`config.mk`:
```
export PLATFORM = sky130hd
export DESIGN_NAME = ucri_queue
export DESIGN_NICKNAME = d
export VERILOG_FILES = /design/src/rtl/ucri_pkg.sv /design/src/rtl/ucri_queue.sv
export SDC_FILE = /design/constraint.sdc
export NUM_CORES = 1
export LEC_CHECK = 0
export BUFFER_PORTS_ARGS = -buffer_cell sky130_fd_sc_hd__buf_2
export CAP_MARGIN = 0
export CORE_MARGIN = 8
export CORE_UTILIZATION = 50
export DETAILED_ROUTE_END_ITERATION = 10
export PLACE_DENSITY = 0.79
export SLEW_MARGIN = 20
export SYNTH_ARGS = -nofsm -noshare
export SYNTH_HDL_FRONTEND = slang
export SYNTH_SLANG_ARGS = --single-unit
```
`constraint.sdc`:
```
create_clock -name clk -period 14.6 [get_ports clk]
set_input_delay 0.73 -clock clk [delete_from_list [all_inputs] [get_ports clk]]
set_output_delay 0.73 -clock clk [all_outputs]
set_load 0.03 [all_outputs]
```
`src/rtl/ucri_pkg.sv`:
```
// ----------------------------------------------------------------------------
// ucri_pkg
// Shared types, widths and helpers for the unit cylinder line intersector.
// ----------------------------------------------------------------------------
package ucri_pkg;

  localparam int FIELD_W       = 32;
  localparam int FRAC_BITS_DEF = 16;
  localparam int WORD_BITS_DEF = 32;
  localparam int MAG_W         = 2 * FIELD_W;   // coefficient magnitudes
  localparam int SQR_W         = 2 * MAG_W;     // discriminant
  localparam int QDEPTH        = 4;

  typedef logic signed [FIELD_W-1:0] fld_t;
  typedef logic [2:0][FIELD_W-1:0]   vec3_t;    // [0]=x [1]=y [2]=z

  typedef struct packed {
    fld_t origin_x;
    fld_t origin_y;
    fld_t origin_z;
    fld_t dir_x;
    fld_t dir_y;
    fld_t dir_z;
  } in_item_t;

  typedef struct packed {
    logic hit;
    fld_t enter_x;
    fld_t enter_y;
    fld_t enter_z;
    fld_t exit_x;
    fld_t exit_y;
    fld_t exit_z;
  } out_item_t;

  // Per-ray context carried from classification to the point stages
  typedef struct packed {
    logic             hit;
    vec3_t            p;
    vec3_t            d;
    logic [MAG_W-1:0] a;
    logic             bh_pos;   // B > 0, picks root sign
    logic [MAG_W-1:0] bh_mag;
    logic             c_neg;
    logic [MAG_W-1:0] c_mag;
  } ray_ctx_t;

  typedef struct packed {
    ray_ctx_t         ctx;
    logic [SQR_W-1:0] disc;
  } q_entry_t;

  function automatic logic [2*FIELD_W-1:0] umul32(input logic [FIELD_W-1:0] a,
                                                  input logic [FIELD_W-1:0] b);
    logic [2*FIELD_W-1:0] r;
    r = {{FIELD_W{1'b0}}, a} * {{FIELD_W{1'b0}}, b};
    return r;
  endfunction

  function automatic logic signed [2*FIELD_W-1:0] smul32(input logic signed [FIELD_W-1:0] a,
                                                         input logic signed [FIELD_W-1:0] b);
    logic signed [2*FIELD_W-1:0] r;
    r = a * b;
    return r;
  endfunction

endpackage

```
`src/rtl/ucri_queue.sv`:
```
// ----------------------------------------------------------------------------
// ucri_queue
// Short FIFO between classification and the root / point pipeline.
// ----------------------------------------------------------------------------
module ucri_queue import ucri_pkg::*; (
  input  logic     clk,
  input  logic     rst_n,
  input  logic     push,
  input  q_entry_t push_data,
  output logic     full,
  input  logic     pop,
  output logic     empty,
  output q_entry_t head
);

  localparam int PW = $clog2(QDEPTH);

  q_entry_t        mem_r [QDEPTH];
  logic [PW-1:0]   wp_r, rp_r;
  logic [PW:0]     cnt_r;

  assign full  = (cnt_r == (PW+1)'(QDEPTH));
  assign empty = (cnt_r == '0);
  assign head  = mem_r[rp_r];

  always_ff @(posedge clk) begin
    if (!rst_n) begin
      wp_r  <= '0;
      rp_r  <= '0;
      cnt_r <= '0;
    end else begin
      if (push) wp_r <= wp_r + 1'b1;
      if (pop)  rp_r <= rp_r + 1'b1;
      cnt_r <= cnt_r + (PW+1)'(push) - (PW+1)'(pop);
    end
  end

  always_ff @(posedge clk) begin
    if (push) mem_r[wp_r] <= push_data;
  end

endmodule

```
==> results.toml, run 1 <==
[placed_design]
placed_cells = 5621
gp_congestion = 0.7964
detailed_place_hpwl_mm = 111.5
port_buffers = 1035

[sta]
hold_viol = 0
rsz0062_at_grt = "no"
min_period_ns = 5.825
slew_viol_final = 0
setup-tns-final_ns = 0
skew_ns = 0.03886
setup_viol = 0
fmax_mhz = 171.7
timing.hold.ws_ns = 0.1094
slew_headroom_pct = 26.18
worstMarginPinSlew_ns = 1.107
post-route-period-util_pct = 39.90

[logic_synthesis]
synthCells = 2732
syn_area_um2 = 74570
synth-seq-area-share_pct = 83.20
synth_cell_types = 21
yosys-mux-area-fraction_pct = 15.57
synth_top_family_by_area = "multiplexers"
synth_xor_area_share_pct = 0.05537
synth_nets = 3258
yosys.area_share.simple_pct = 0.1007
synth-compound-area-share_pct = 0.02013
yosysWarnings = 0
synthAdderAreaFrac_pct = 0.1275
synth-seq-cells = 2069
syn_avg_cell_area_um2 = 27.30

[final_layout]
drive_gt1_share_pct = 45.96
mostFrequentLayoutCell = "edfxtp_1"
fin_cells = 6059
syn_to_final_growth_pct = 18.56
nets = 4414
n_fill_cell = 9786
final_cell_mix = "edfxtp_1 (2060), buf_2 (1035), mux4_2 (515)"

[clock_tree]
clk-insertion-delay-late_ns = 0.83
path_clk_slew_ns = 0.06
cts_tree = "done"
cts.sink_count = 2069
cts_setup_buffers = 0
cts-root-buf = "clkbuf_16"
holdBufCountCts = 0
htreeDepth = 4
cts_resized = 0
numCtsBuffers = 195
clk_path_buf_depth = 3

[detailed_routing]
vias = 34930
antenna_left = 0
dr.pass1.iters = 5
drtIter0Drc = 3554
avgRoutedWirePerCell_um = 30.16
vias_per_cell = 5.764
drc = 0
wl_mm = 182.8

[worst_hold_path]
hold_path.class = "in2reg"

[grt]
grt_max_degree = 153
track_usage_pct = 21.79
grt_remaining_overflow = 0
grt_first_pass_wirelength_mm = 257.3
first_global_vias = 36770
antenna_found_initial = 104

[worst_setup_path]
ff2ff_setup_slack_ns = 10.33
crit-reg2reg-launch = "wp_r[0]$_SDFFE_PN0P_"
crit_path_end = "head[325]"
cp.arrival_ns = 5.09
path_max_fanout = 104
required_ns = 13.87
end_kind = "output port"
rr_endpoint = "mem_r[0][285]$_DFFE_PP_"
worstSetupPathType = "reg2out"
worstSetupStartpointType = "register"
rr_worst_depth = 6

[floorplan]
chipHeight_um = 402.2
num_rows = 141
initial_core_util_pct = 50.44
die_area_um2 = 161800
io_pins = 1036
die_w_um = 402.2
core_um2 = 147800

[power_and_ir_drop]
p_leak_uw = 0.02932
max-vdd-ir-drop_v = 0.0001846
p_per_area_nw_per_um2 = 152.3
p_total_uw = 13460

[flow_run]
maxCapViolations = 0

[outcome]
status = "complete, no violations"
-- metrics by stage --
step	cell area, um^2	util, %	setup slack, ns
2_1_floorplan	74570	-	1.367
5_1_grt	88300	59.73	8.266
6_report	88410	59.80	8.775
3_5_place_dp	81940	55.42	9.443
3_3_place_gp	81940	55.42	9.390
4_1_cts	88200	59.66	8.529
-- sequential cells by signal, summed over array words and instances (netlist names), named ones only --
signal	flops
cnt_r	3
mem_r	2060
wp_r	2
rp_r	2
-- synthesized netlist by cell type (all sizes together) --
cell	number	share of area (%)
nor2	5	0.025
inv	7	0.035
mux2i	1	0.013
fa	1	0.027
clkbuf	9	0.045
ha	6	0.10
nand3b	1	0.010
dfxtp	9	0.24
buf	105	0.85
a21oi	1	0.0067
and3	1	0.0084
xnor2	2	0.023
nor3	1	0.0067
a21bo	1	0.013
mux4	515	16
edfxtp	2060	83
and2	6	0.050
xor3	1	0.032
-- routing by layer --
layer | part of all wire [%] | wire, um | track usage [%]
met1 | 34 | 62430 | 25.28
met2 | 51 | 93270 | 37.04
met4 | 3.9 | 7171 | 8.719
met5 | 0.21 | 378 | 0
met3 | 11 | 19520 | 7.911
-- worst max-delay path, stage by stage, from the launching register on --
cell and delay, ns:
dfxtp_4 0.90, buf_12 0.72, buf_4 0.82, buf_4 0.78, mux4_2 0.65, buf_2 0.22
-- cell type report --
| cell class | count | area, um^2 | area share (%) |
|---|---|---|---|
| Inverter | 7 | 26.28 | 0.02972 |
| Timing Repair Buffer | 1073 | 5607 | 6.342 |
| Tap cell | 1930 | 2415 | 2.731 |
| Multi-Input combinational cell | 542 | 11850 | 13.40 |
| Clock inverter | 124 | 1159 | 1.311 |
| Clock buffer | 232 | 5104 | 5.773 |
| Sequential cell | 2069 | 62050 | 70.18 |
| Antenna cell | 82 | 205.2 | 0.2321 |
-- cell families (layout without fill, tap and decap cells) --
family / Yosys count / after routing
buffers and inverters: 121 / 1436
XOR/XNOR: 3 / 3
AO/OA/AOI/OAI: 2 / 2
adder cells (fa/ha/maj): 7 / 7
multiplexers: 516 / 516
other: 0 / 82
AND/OR/NAND/NOR: 14 / 14
flip-flops: 2069 / 2069
-- power breakdown --
group	switching [uW]	leakage (uW)	internal, uW
registers	81.5	0.0190	6840
logic	1060	0.00727	524
clock network	2170	0.00306	2780
total	3320	0.0293	10100
-- worst min path at each step --
stage	end	from	cells past startpoint	slack [ns]
6_report	mem_r[2][12]$_DFFE_PP_	push_data[12]	1	0.11
4_1_cts	mem_r[2][12]$_DFFE_PP_	push_data[12]	1	0.04
3_5_place_dp	register	rp_r[1]$_SDFFE_PN0P_	2	0.52
2_1_floorplan	register	rp_r[1]$_SDFFE_PN0P_	2	0.50
5_1_grt	mem_r[1][467]$_DFFE_PP_	push_data[467]	1	0.07
3_3_place_gp	register	rp_r[1]$_SDFFE_PN0P_	2	0.51
(Power assumes the default switching activity.)
==> run 2: changes to the inputs <==
==> constraint.sdc (replaced) <==
create_clock -name clk -period 6 [get_ports clk]
set_input_delay 0.3 -clock clk [delete_from_list [all_inputs] [get_ports clk]]
set_output_delay 0.3 -clock clk [all_outputs]
set_load 0.03 [all_outputs]
==> run 2 against run 1 <==
Hold slack better by 0.11 ns. Cell area up 6.2%. Via count up 11%. Combinational power rose to 2.7 times the previous value. Clock skew about the same. Register-to-register slack worse by 7.0 ns. Clock power up 150%. Largest power group unchanged. Highest routed layer unchanged.
==> results.toml, run 2 (synthesis results as in run 1) <==
[worst_setup_path]
worstSetupStartpointType = "register"
ff2ff_setup_slack_ns = 3.33
path_max_fanout = 34
end_kind = "output port"
cp.arrival_ns = 3.33
worstSetupPathType = "reg2out"
required_ns = 5.70

[flow_run]
maxCapViolations = 0

[sta]
fmax_mhz = 275.3
worstMarginPinSlew_ns = 1.118
rsz0062_at_grt = "no"
min_period_ns = 3.633
post-route-period-util_pct = 60.55
skew_ns = 0.03928
slew_headroom_pct = 25.49
slew_viol_final = 0
setup_viol = 0
hold_viol = 0

[worst_hold_path]
hold_path.class = "in2reg"

[floorplan]
die_w_um = 402.2
initial_core_util_pct = 50.44
io_pins = 1036
num_rows = 141
chipHeight_um = 402.2
core_um2 = 147800
die_area_um2 = 161800

[final_layout]
mostFrequentLayoutCell = "edfxtp_1"
fin_util_pct = 63.50
largest_reg_flops = 2060
stdcell_area_um2 = 93880
drive_gt1_share_pct = 40.74
fin_cells = 6586
nets = 4946
top_register = "mem_r"
final_cell_mix = "edfxtp_1 (2060), buf_2 (1035), dlygate4sd3_1 (518)"
top_regs = "mem_r: 2060 flops, cnt_r: 3 flops"
syn_to_final_growth_pct = 25.89

[power_and_ir_drop]
p_per_area_nw_per_um2 = 356.1
max-vdd-ir-drop_v = 0.0002993
p_total_uw = 33430
p_leak_uw = 0.03160

[detailed_routing]
vias = 38710
wl_mm = 211.2
drc = 0
antenna_left = 0
vias_per_cell = 5.877
avgRoutedWirePerCell_um = 32.07
dr.pass1.iters = 5
drtIter0Drc = 3905

[grt]
antenna_found_initial = 62
grt_remaining_overflow = 0
track_usage_pct = 25.12
first_global_vias = 41250
grt_first_pass_wirelength_mm = 294.2
grt_max_degree = 141

[clock_tree]
cts.sink_count = 2069
cts-root-buf = "clkbuf_16"
holdBufCountCts = 518
cts_resized = 0
path_clk_slew_ns = 0.06
numCtsBuffers = 196
cts_setup_buffers = 0
clk_path_buf_depth = 3
cts_tree = "done"
clk-insertion-delay-late_ns = 0.82
htreeDepth = 4

[placed_design]
placed_cells = 5634
place_area_um2 = 82220
detailed_place_hpwl_mm = 114.7
port_buffers = 1035
gp_congestion = 0.8270

[outcome]
status = "complete, no violations"
## run 2: worst max-delay path, stage by stage, from the launching register on
cell and delay [ns]:
dfxtp_4 0.88, buf_4 0.72, mux4_2 0.66, buf_2 0.23
## run 2: final timing paths
kind,startpoint,to,depth (start not counted)
setup / recovery,register,head[43],3
setup reg to reg,wp_r[0]$_SDFFE_PN0P_,mem_r[0][415]$_DFFE_PP_,4
hold reg to reg,rp_r[0]$_SDFFE_PN0P_,register,2
hold / removal,push_data[422],mem_r[3][422]$_DFFE_PP_,2
## run 2: final cells by class
cell class,count,area [um^2]
antenna,71,177.7
clock buffer,250,5192
clock inverter,113,1101
fill,9122,53960
inverter,7,26.28
multi-input combinational,542,11850
sequential,2069,62050
tap,1930,2415
timing repair buffer,1604,11070
## run 2: per-layer routing
layer  up-vias  routed length, um  global-route usage (%)
met5         -                 87                       0
met4        16              11720                   12.82
met3       514              21920                   8.042
met2      2675             109200                   43.22
met1     20080              68250                   28.19
li1      15420                  -                       -
## run 2: where the power goes
part	leakage, uW	switching [uW]	internal (uW)	total [uW]
Clock	0.00305	5490	6760	12300
Sequential	0.0190	238	16600	16900
Combinational	0.00955	2780	1520	4310
## run 2: metrics by stage
step / setup WS (ns) / TNS, ns / hold WS [ns]
6_report: 2.367 / 0 / 0.2155
5_1_grt: 2.162 / 0 / 0.1771
4_1_cts: 2.216 / 0 / 0.1437
3_5_place_dp: 3.148 / 0 / 0.5134
3_3_place_gp: 3.131 / 0 / 0.5106
2_1_floorplan: -1.241 / -638.89 / 0.3989
